File: src/sv/cmbp_pkg.sv
// shared types, constants and helper functions of the cell map brush painter
`timescale 1ns / 1ps
`default_nettype none

package cmbp_pkg;

   // map geometry
   localparam int MAP_WIDTH  = 320;
   localparam int MAP_HEIGHT = 240;
   localparam int CELLS      = MAP_WIDTH * MAP_HEIGHT;
   localparam int ADDR_W     = (CELLS > 1) ? $clog2(CELLS) : 1;

   // transfer field widths
   localparam int CMD_W    = 2;
   localparam int X_W      = 9;
   localparam int Y_W      = 8;
   localparam int CELL_W   = 8;
   localparam int COLOUR_W = 24;
   localparam int REQ_DATA_W = 32;
   localparam int RSP_DATA_W = 32;

   // configuration registers
   localparam int MODE_W     = 2;
   localparam int RADIUS_W   = 6;
   localparam int CSR_IDX_W  = 1;
   localparam int CSR_DATA_W = 6;
   localparam logic [CSR_IDX_W-1:0] REG_BRUSH_MODE   = 1'b0;
   localparam logic [CSR_IDX_W-1:0] REG_BRUSH_RADIUS = 1'b1;
   localparam logic [MODE_W-1:0]    MODE_RESET   = 2'd0;
   localparam logic [RADIUS_W-1:0]  RADIUS_RESET = 6'd10;

   // internal coordinate arithmetic: holds any map coordinate plus the radius
   localparam int COORD_W = 13;
   localparam int DELTA_W = RADIUS_W + 1;
   localparam int SQ_W    = 2 * RADIUS_W;
   localparam int DIST_W  = SQ_W + 1;
   localparam logic [COORD_W-1:0] X_MAX = COORD_W'(MAP_WIDTH - 1);
   localparam logic [COORD_W-1:0] Y_MAX = COORD_W'(MAP_HEIGHT - 1);

   typedef enum logic [CMD_W-1:0] {
      CMD_LOAD  = 2'd0,
      CMD_STAMP = 2'd1,
      CMD_READ  = 2'd2,
      CMD_NONE  = 2'd3
   } cmbp_cmd_type;

   // controller to datapath commands
   typedef struct packed {
      logic clr_wr;
      logic take;
      logic load_wr;
      logic setup;
      logic row_start;
      logic scan;
      logic out_zero;
      logic out_read;
   } cmbp_ctl_type;

   // datapath to controller status
   typedef struct packed {
      logic clr_last;
      logic row_skip;
      logic x_last;
      logic out_free;
   } cmbp_sts_type;

   // linear cell address of a map coordinate
   function automatic logic [ADDR_W-1:0] cell_addr(input logic [COORD_W-1:0] x,
                                                   input logic [COORD_W-1:0] y);
      logic [2*COORD_W-1:0] full;
      full = y * (2*COORD_W)'(MAP_WIDTH) + {{COORD_W{1'b0}}, x};
      return full[ADDR_W-1:0];
   endfunction

   // cell type to display colour
   function automatic logic [COLOUR_W-1:0] palette(input logic [CELL_W-1:0] v);
      logic [COLOUR_W-1:0] c;
      unique case (v)
         8'd0:    c = 24'h0000FF;
         8'd1:    c = 24'h00FF00;
         8'd2:    c = 24'hFFF8DC;
         8'd3:    c = 24'hD2B48C;
         default: c = 24'h000000;
      endcase
      return c;
   endfunction

endpackage

`default_nettype wire

File: src/sv/cmbp_ctrl.sv
// controller state machine of the cell map brush painter
`timescale 1ns / 1ps
`default_nettype none

module cmbp_ctrl (
   input  wire logic                  clock,
   input  wire logic                  reset,
   input  wire logic                  req_tvalid,
   input  wire cmbp_pkg::cmbp_cmd_type req_cmd,
   input  wire cmbp_pkg::cmbp_sts_type sts,
   output logic                       req_tready,
   output cmbp_pkg::cmbp_ctl_type     ctl
);

   import cmbp_pkg::*;

   typedef enum logic [6:0] {
      ST_CLEAR = 7'b0000001,
      ST_IDLE  = 7'b0000010,
      ST_SETUP = 7'b0000100,
      ST_ROW   = 7'b0001000,
      ST_SCAN  = 7'b0010000,
      ST_DONE  = 7'b0100000,
      ST_READ  = 7'b1000000
   } state_type;

   state_type state_ff, state_in;
   logic      accept;

   // a new request only when idle and the result slot is free
   assign req_tready = (state_ff == ST_IDLE) && sts.out_free;
   assign accept     = req_tvalid && req_tready;

   // next state
   always_comb begin
      state_in = state_ff;
      unique case (state_ff)
         ST_CLEAR: begin
            if (sts.clr_last) state_in = ST_IDLE;
         end
         ST_IDLE: begin
            if (accept) begin
               unique case (req_cmd)
                  CMD_STAMP: state_in = ST_SETUP;
                  CMD_READ:  state_in = ST_READ;
                  default:   state_in = ST_IDLE;
               endcase
            end
         end
         ST_SETUP: state_in = ST_ROW;
         ST_ROW: begin
            state_in = sts.row_skip ? ST_DONE : ST_SCAN;
         end
         ST_SCAN: begin
            if (sts.x_last) state_in = ST_ROW;
         end
         ST_DONE: state_in = ST_IDLE;
         ST_READ: state_in = ST_IDLE;
         default: state_in = ST_CLEAR;
      endcase
   end

   always_ff @(posedge clock) begin
      if (reset) begin
         state_ff <= ST_CLEAR;
      end else begin
         state_ff <= state_in;
      end
   end

   // datapath commands
   always_comb begin
      ctl.clr_wr    = (state_ff == ST_CLEAR);
      ctl.take      = accept;
      ctl.load_wr   = accept && (req_cmd == CMD_LOAD);
      ctl.setup     = (state_ff == ST_SETUP);
      ctl.row_start = (state_ff == ST_ROW) && !sts.row_skip;
      ctl.scan      = (state_ff == ST_SCAN);
      ctl.out_zero  = (accept && ((req_cmd == CMD_LOAD) || (req_cmd == CMD_NONE)))
                      || (state_ff == ST_DONE);
      ctl.out_read  = (state_ff == ST_READ);
   end

endmodule

`default_nettype wire

File: config.mk
export PLATFORM = sky130hd
export DESIGN_NAME = cmbp_ctrl
export DESIGN_NICKNAME = d
export VERILOG_FILES = /design/src/sv/cmbp_pkg.sv /design/src/sv/cmbp_ctrl.sv
export SDC_FILE = /design/constraint.sdc
export NUM_CORES = 1
export LEC_CHECK = 0
export BUFFER_PORTS_ARGS = -buffer_cell sky130_fd_sc_hd__buf_2
export CAP_MARGIN = 40
export CORE_AREA = 2 2 39 41
export CTS_CLUSTER_DIAMETER = 30
export CTS_CLUSTER_SIZE = 30
export DETAILED_ROUTE_END_ITERATION = 6
export DIE_AREA = 0 0 41 43
export GPL_TIMING_DRIVEN = 0
export MAX_ROUTING_LAYER = met4
export PLACE_DENSITY = 0.66
export SYNTH_ARGS = -nofsm -noshare
export SYNTH_HDL_FRONTEND = slang
export SYNTH_SLANG_ARGS = --single-unit
File: constraint.sdc
create_clock -name clock -period 2.1 [get_ports clock]
set_input_delay 0.21 -clock clock [delete_from_list [all_inputs] [get_ports clock]]
set_output_delay 0.21 -clock clock [all_outputs]
set_load 0.05 [all_outputs]
### Yosys cells after proc, flatten, opt, wreduce, memory -nomap -nowiden

Cells that the tools add are included.

* multiplexer cells: 6
* reduce and logical (&&, ||, !) cells: 11
* equality and inequality tests: 13

Operators by type and width (count)
* 7-bit case mux with 6 select lines: 1
* 7-bit two-way mux: 3
* 7-bit case mux with 2 select lines: 1
* 7-bit by 1-bit equality test with 1-bit output (second input constant): 1
* 7-bit by 2-bit equality test with 1-bit output (second input constant): 1
* 7-bit by 3-bit equality test with 1-bit output (second input constant): 1
* 7-bit by 4-bit equality test with 1-bit output (second input constant): 1
* 7-bit by 5-bit equality test with 1-bit output (second input constant): 1
* 7-bit by 6-bit equality test with 1-bit output (second input constant): 1
* 7-bit equality test (second input constant): 1
* 6-bit two-way mux: 1
* 2-bit inequality test (second input constant): 3
* 1-bit logical AND: 5
* 2-bit equality test (second input constant): 2
* 3-bit AND reduction: 1
* 2-bit by 1-bit equality test with 1-bit output (second input constant): 1
* 2-bit logical NOT: 1
* 1-bit logical OR: 2
* 2-bit OR reduction: 1
* 1-bit logical NOT: 1

* bits of input ports: 9
* bits in registers: 7

### Logic depth before layout (Yosys ltp)

* depth after elaboration: 5
* mapped depth: 5

### Worst setup path after synthesis

OpenSTA, ideal clock, no wires.

* path kind: register -> output
* from: register state_ff[2]
* to: output ctl[0] (netlist bit)
* arrival: 2.309 ns
* slack: -0.419 ns
* stages on the path, launching flop included: 3
* buffers on the path: 0
* cells stage by stage: dfxtp_1 nor4_2 nor4bb_1

RTL lines
* from (decl): line cmbp_ctrl.sv:27 `state_type state_ff, state_in;`
* from (signal assigned): line cmbp_ctrl.sv:67 `state_ff <= state_in;`
* to (decl): line cmbp_ctrl.sv:12 `output cmbp_pkg::cmbp_ctl_type ctl`

==> impl_metrics.csv <==
group,metric,value,unit
cts,clkLatencyLatePin,260,ps
hold_path,hold_depth,2,
worst_setup_path,critPathArrivalTime,1780,ps
finish,drive_gt1_share,41.03,%
cts,cts-root-buf,"clkbuf_4",
finish,top_register,"state_ff",
worst_setup_path,r2r-end,"state_ff[0]",
sta,whs,188.9,ps
power,power.density,680.4,nW/µm²
floorplan,io-pin-count,18,
cts,ctsResizeCount,0,
sta,fin_setup_tns,0,ps
synthesis,ys.flop_type,"dfxtp_1",
sta,timing.final.hold_violations,0,
route,dr.pass1.iters,4,
sta,tightest_slew,501.9,ps
cts,htree_levels,1,
route,vias_per_cell,5.489,
synthesis,synth_area_leaders,"dfxtp_1 (26%), ha_1 (7.1%), nor4b_4 (4.5%)",
run_status,outcome,"completed",
global_route,grt.total_usage,17.46,%
finish,multi_input_area,377.9,µm²
global_route,grt_pass1_wl,2.090,mm
finish,reg_top3,"state_ff x7",
synthesis,ys_seq_area_share,26.42,%
sta,maxSlewHeadroom,66.26,%
power,power_leakage,0.3101,nW
synthesis,synth-edff-count,0,
cts,ctsHoldBuffers,0,
floorplan,start_util,38.34,%
route,detail-route-antenna-nets,0,
synthesis,synth_cells,57,
global_route,overflow,0,
route,drt-initial-drc-count,17,
cts,cts_tree,"done",
finish,syn_to_final_growth,28.30,%
hold_path,hold_end,"state_ff[1]",
floorplan,core,1384,µm²
global_route,grt_pass1_vias,475,
cts,postCtsSetupRepairBufs,0,
synthesis,synth_cell_types,35,
global_route,use_met2,25.62,%
floorplan,die-area,1763,µm²
worst_setup_path,reg2reg_from,"state_ff[2]",
route,vias,516,
synthesis,async_reset_ff_share,0,%
global_route,met1_usage,22.48,%
hold_path,hp-class,"primary input to register",
synthesis,synth.most_common_cell,"dfxtp_1",
place,dp_slack,303.1,ps
cts,clock-sinks,7,
sta,drv_slew,0,
worst_setup_path,start_kind,"register",
synthesis,avgSynthCellArea,9.307,µm²
sta,layout_min_cycle_time,1991,ps
flow_run,cap_viol_max_count,0,
finish,n_antenna_cell,0,
worst_setup_path,reg2reg_depth,3,
sta,fin_ws,108.7,ps
floorplan,fp-row-count,14,
floorplan,die_y,43,µm
finish,fill_cells,131,
route,wl,1.205,mm
floorplan,die_x,41,µm
global_route,antenna_found_initial,0,
synthesis,synth_top_cells_by_count,"dfxtp_1 (7), inv_1 (5), nor2_1 (4), ha_1 (3), nand3_1 (3)",
synthesis,yosysWarnings,0,
worst_setup_path,cp_data_required_time,1890,ps
finish,nets,91,
global_route,busiest_layer,"met2",
worst_setup_path,crit_type,"register to output pin",
synthesis,syn-num-nets,69,
cts,clockBufferDepth,2,
worst_setup_path,r2r_slack,540,ps
cts,cts_made_buffers,3,
sta,setup_viol,0,
synthesis,synth_top_area_share,26.42,%
worst_setup_path,cp_max_fo,9,
sta,rsz0062_at_grt,"false",
cts,cts.clk_slew.worst_paths,50,ps
finish,postLayoutCoreUtil,49.19,%
route,drt-wirelength-per-cell,12.82,µm
finish,largest_reg_flops,7,
global_route,grtUsageMet3,6.283,%
place,port_buffers,17,
sta,fmax,502.2,MHz
power,max-vdd-ir-drop,0.4029,mV
place,gp_congestion,0.8023,
worst_setup_path,end_kind,"output pin",
route,drc_errors,0,
finish,regArea,140.1,µm²
synthesis,ys_ff_latch,7,
sta,skew,6.895,ps
synthesis,synth_top_area_cell,"dfxtp_1",
sta,fin_crit_sh,94.82,%
synthesis,syn_area,530.5,µm²
global_route,grt_start_max_net_pins,11,
hold_path,hp-start,"reset",
-- layer usage --
layer  vias up  share of wire [%]  wire (µm)
li1        261                  -          -
met1       240                 44        536
met2        15                 49        593
met3         0                6.2         75
met4         0                  0          0
met5         -                  0          0
-- metrics by stage --
stage	std cells	instance area [µm²]	total power, W
floorplan	57	536.8	0.0002943
global placement	90	641.9	0.0003343
detailed placement	90	641.9	0.0003347
CTS	94	668.1	0.0004588
global route	94	680.7	0.0004897
finish	94	680.7	0.0004631
-- cells in the final DEF, fill, tap and decap left out, types with 2 or more instances in the layout --
master / count
a211oi_1: 2
nor4b_2: 2
ha_1: 3
dfxtp_1: 7
xor2_1: 2
inv_1: 5
nand3_1: 3
buf_2: 18
nor3b_1: 2
nor2_1: 4
clkbuf_4: 3
nor4_1: 2
and3_1: 2
-- final cells by class --
type	count	share of cell area, %
Clock buffer	4	3.860
Multi-Input combinational cell	43	55.51
Sequential cell	7	20.59
Timing Repair Buffer	17	12.50
Tap cell	16	2.941
Buffer	2	1.838
Inverter	5	2.757
-- power by group --
group          total (W)  internal, W  switching [W]  leakage [nW]
clock           0.000124    0.0000726      0.0000509        0.0150
combinational   0.000171    0.0000701       0.000101         0.238
sequential      0.000168     0.000144      0.0000245        0.0569
-- worst max path at each step --
stage / startpoint / to / slack, ps / depth (start not counted)
after floorplan: state_ff[2] / ctl[0] / 90 / 2
after global placement: state_ff[5] / ctl[1] / 300 / 4
after detailed placement: state_ff[5] / ctl[1] / 300 / 4
after CTS: state_ff[5] / ctl[1] / 20 / 4
after global routing: state_ff[4] / ctl[1] / 5 / 5
final: state_ff[0] / ctl[1] / 110 / 4
-- kinds of logic after synthesis --
kind of cell             count (synthesis)  share of synthesized area [%]
AND/OR/NAND/NOR                         29                          43.16
AO/OA/AOI/OAI                            9                          14.15
buffers and inverters                    7                          5.896
flip-flops                               7                          26.41
adder cells (fa/ha/maj)                  3                          7.076
XOR/XNOR                                 2                          3.302
-- critical path, stage by stage (launching register included) --
cell     delay [ps]
dfxtp_1         390
nor3_4          380
nand4_1         270
o21ai_1         200
buf_2           280
No activity file was read; power rests on OpenSTA's default activity.
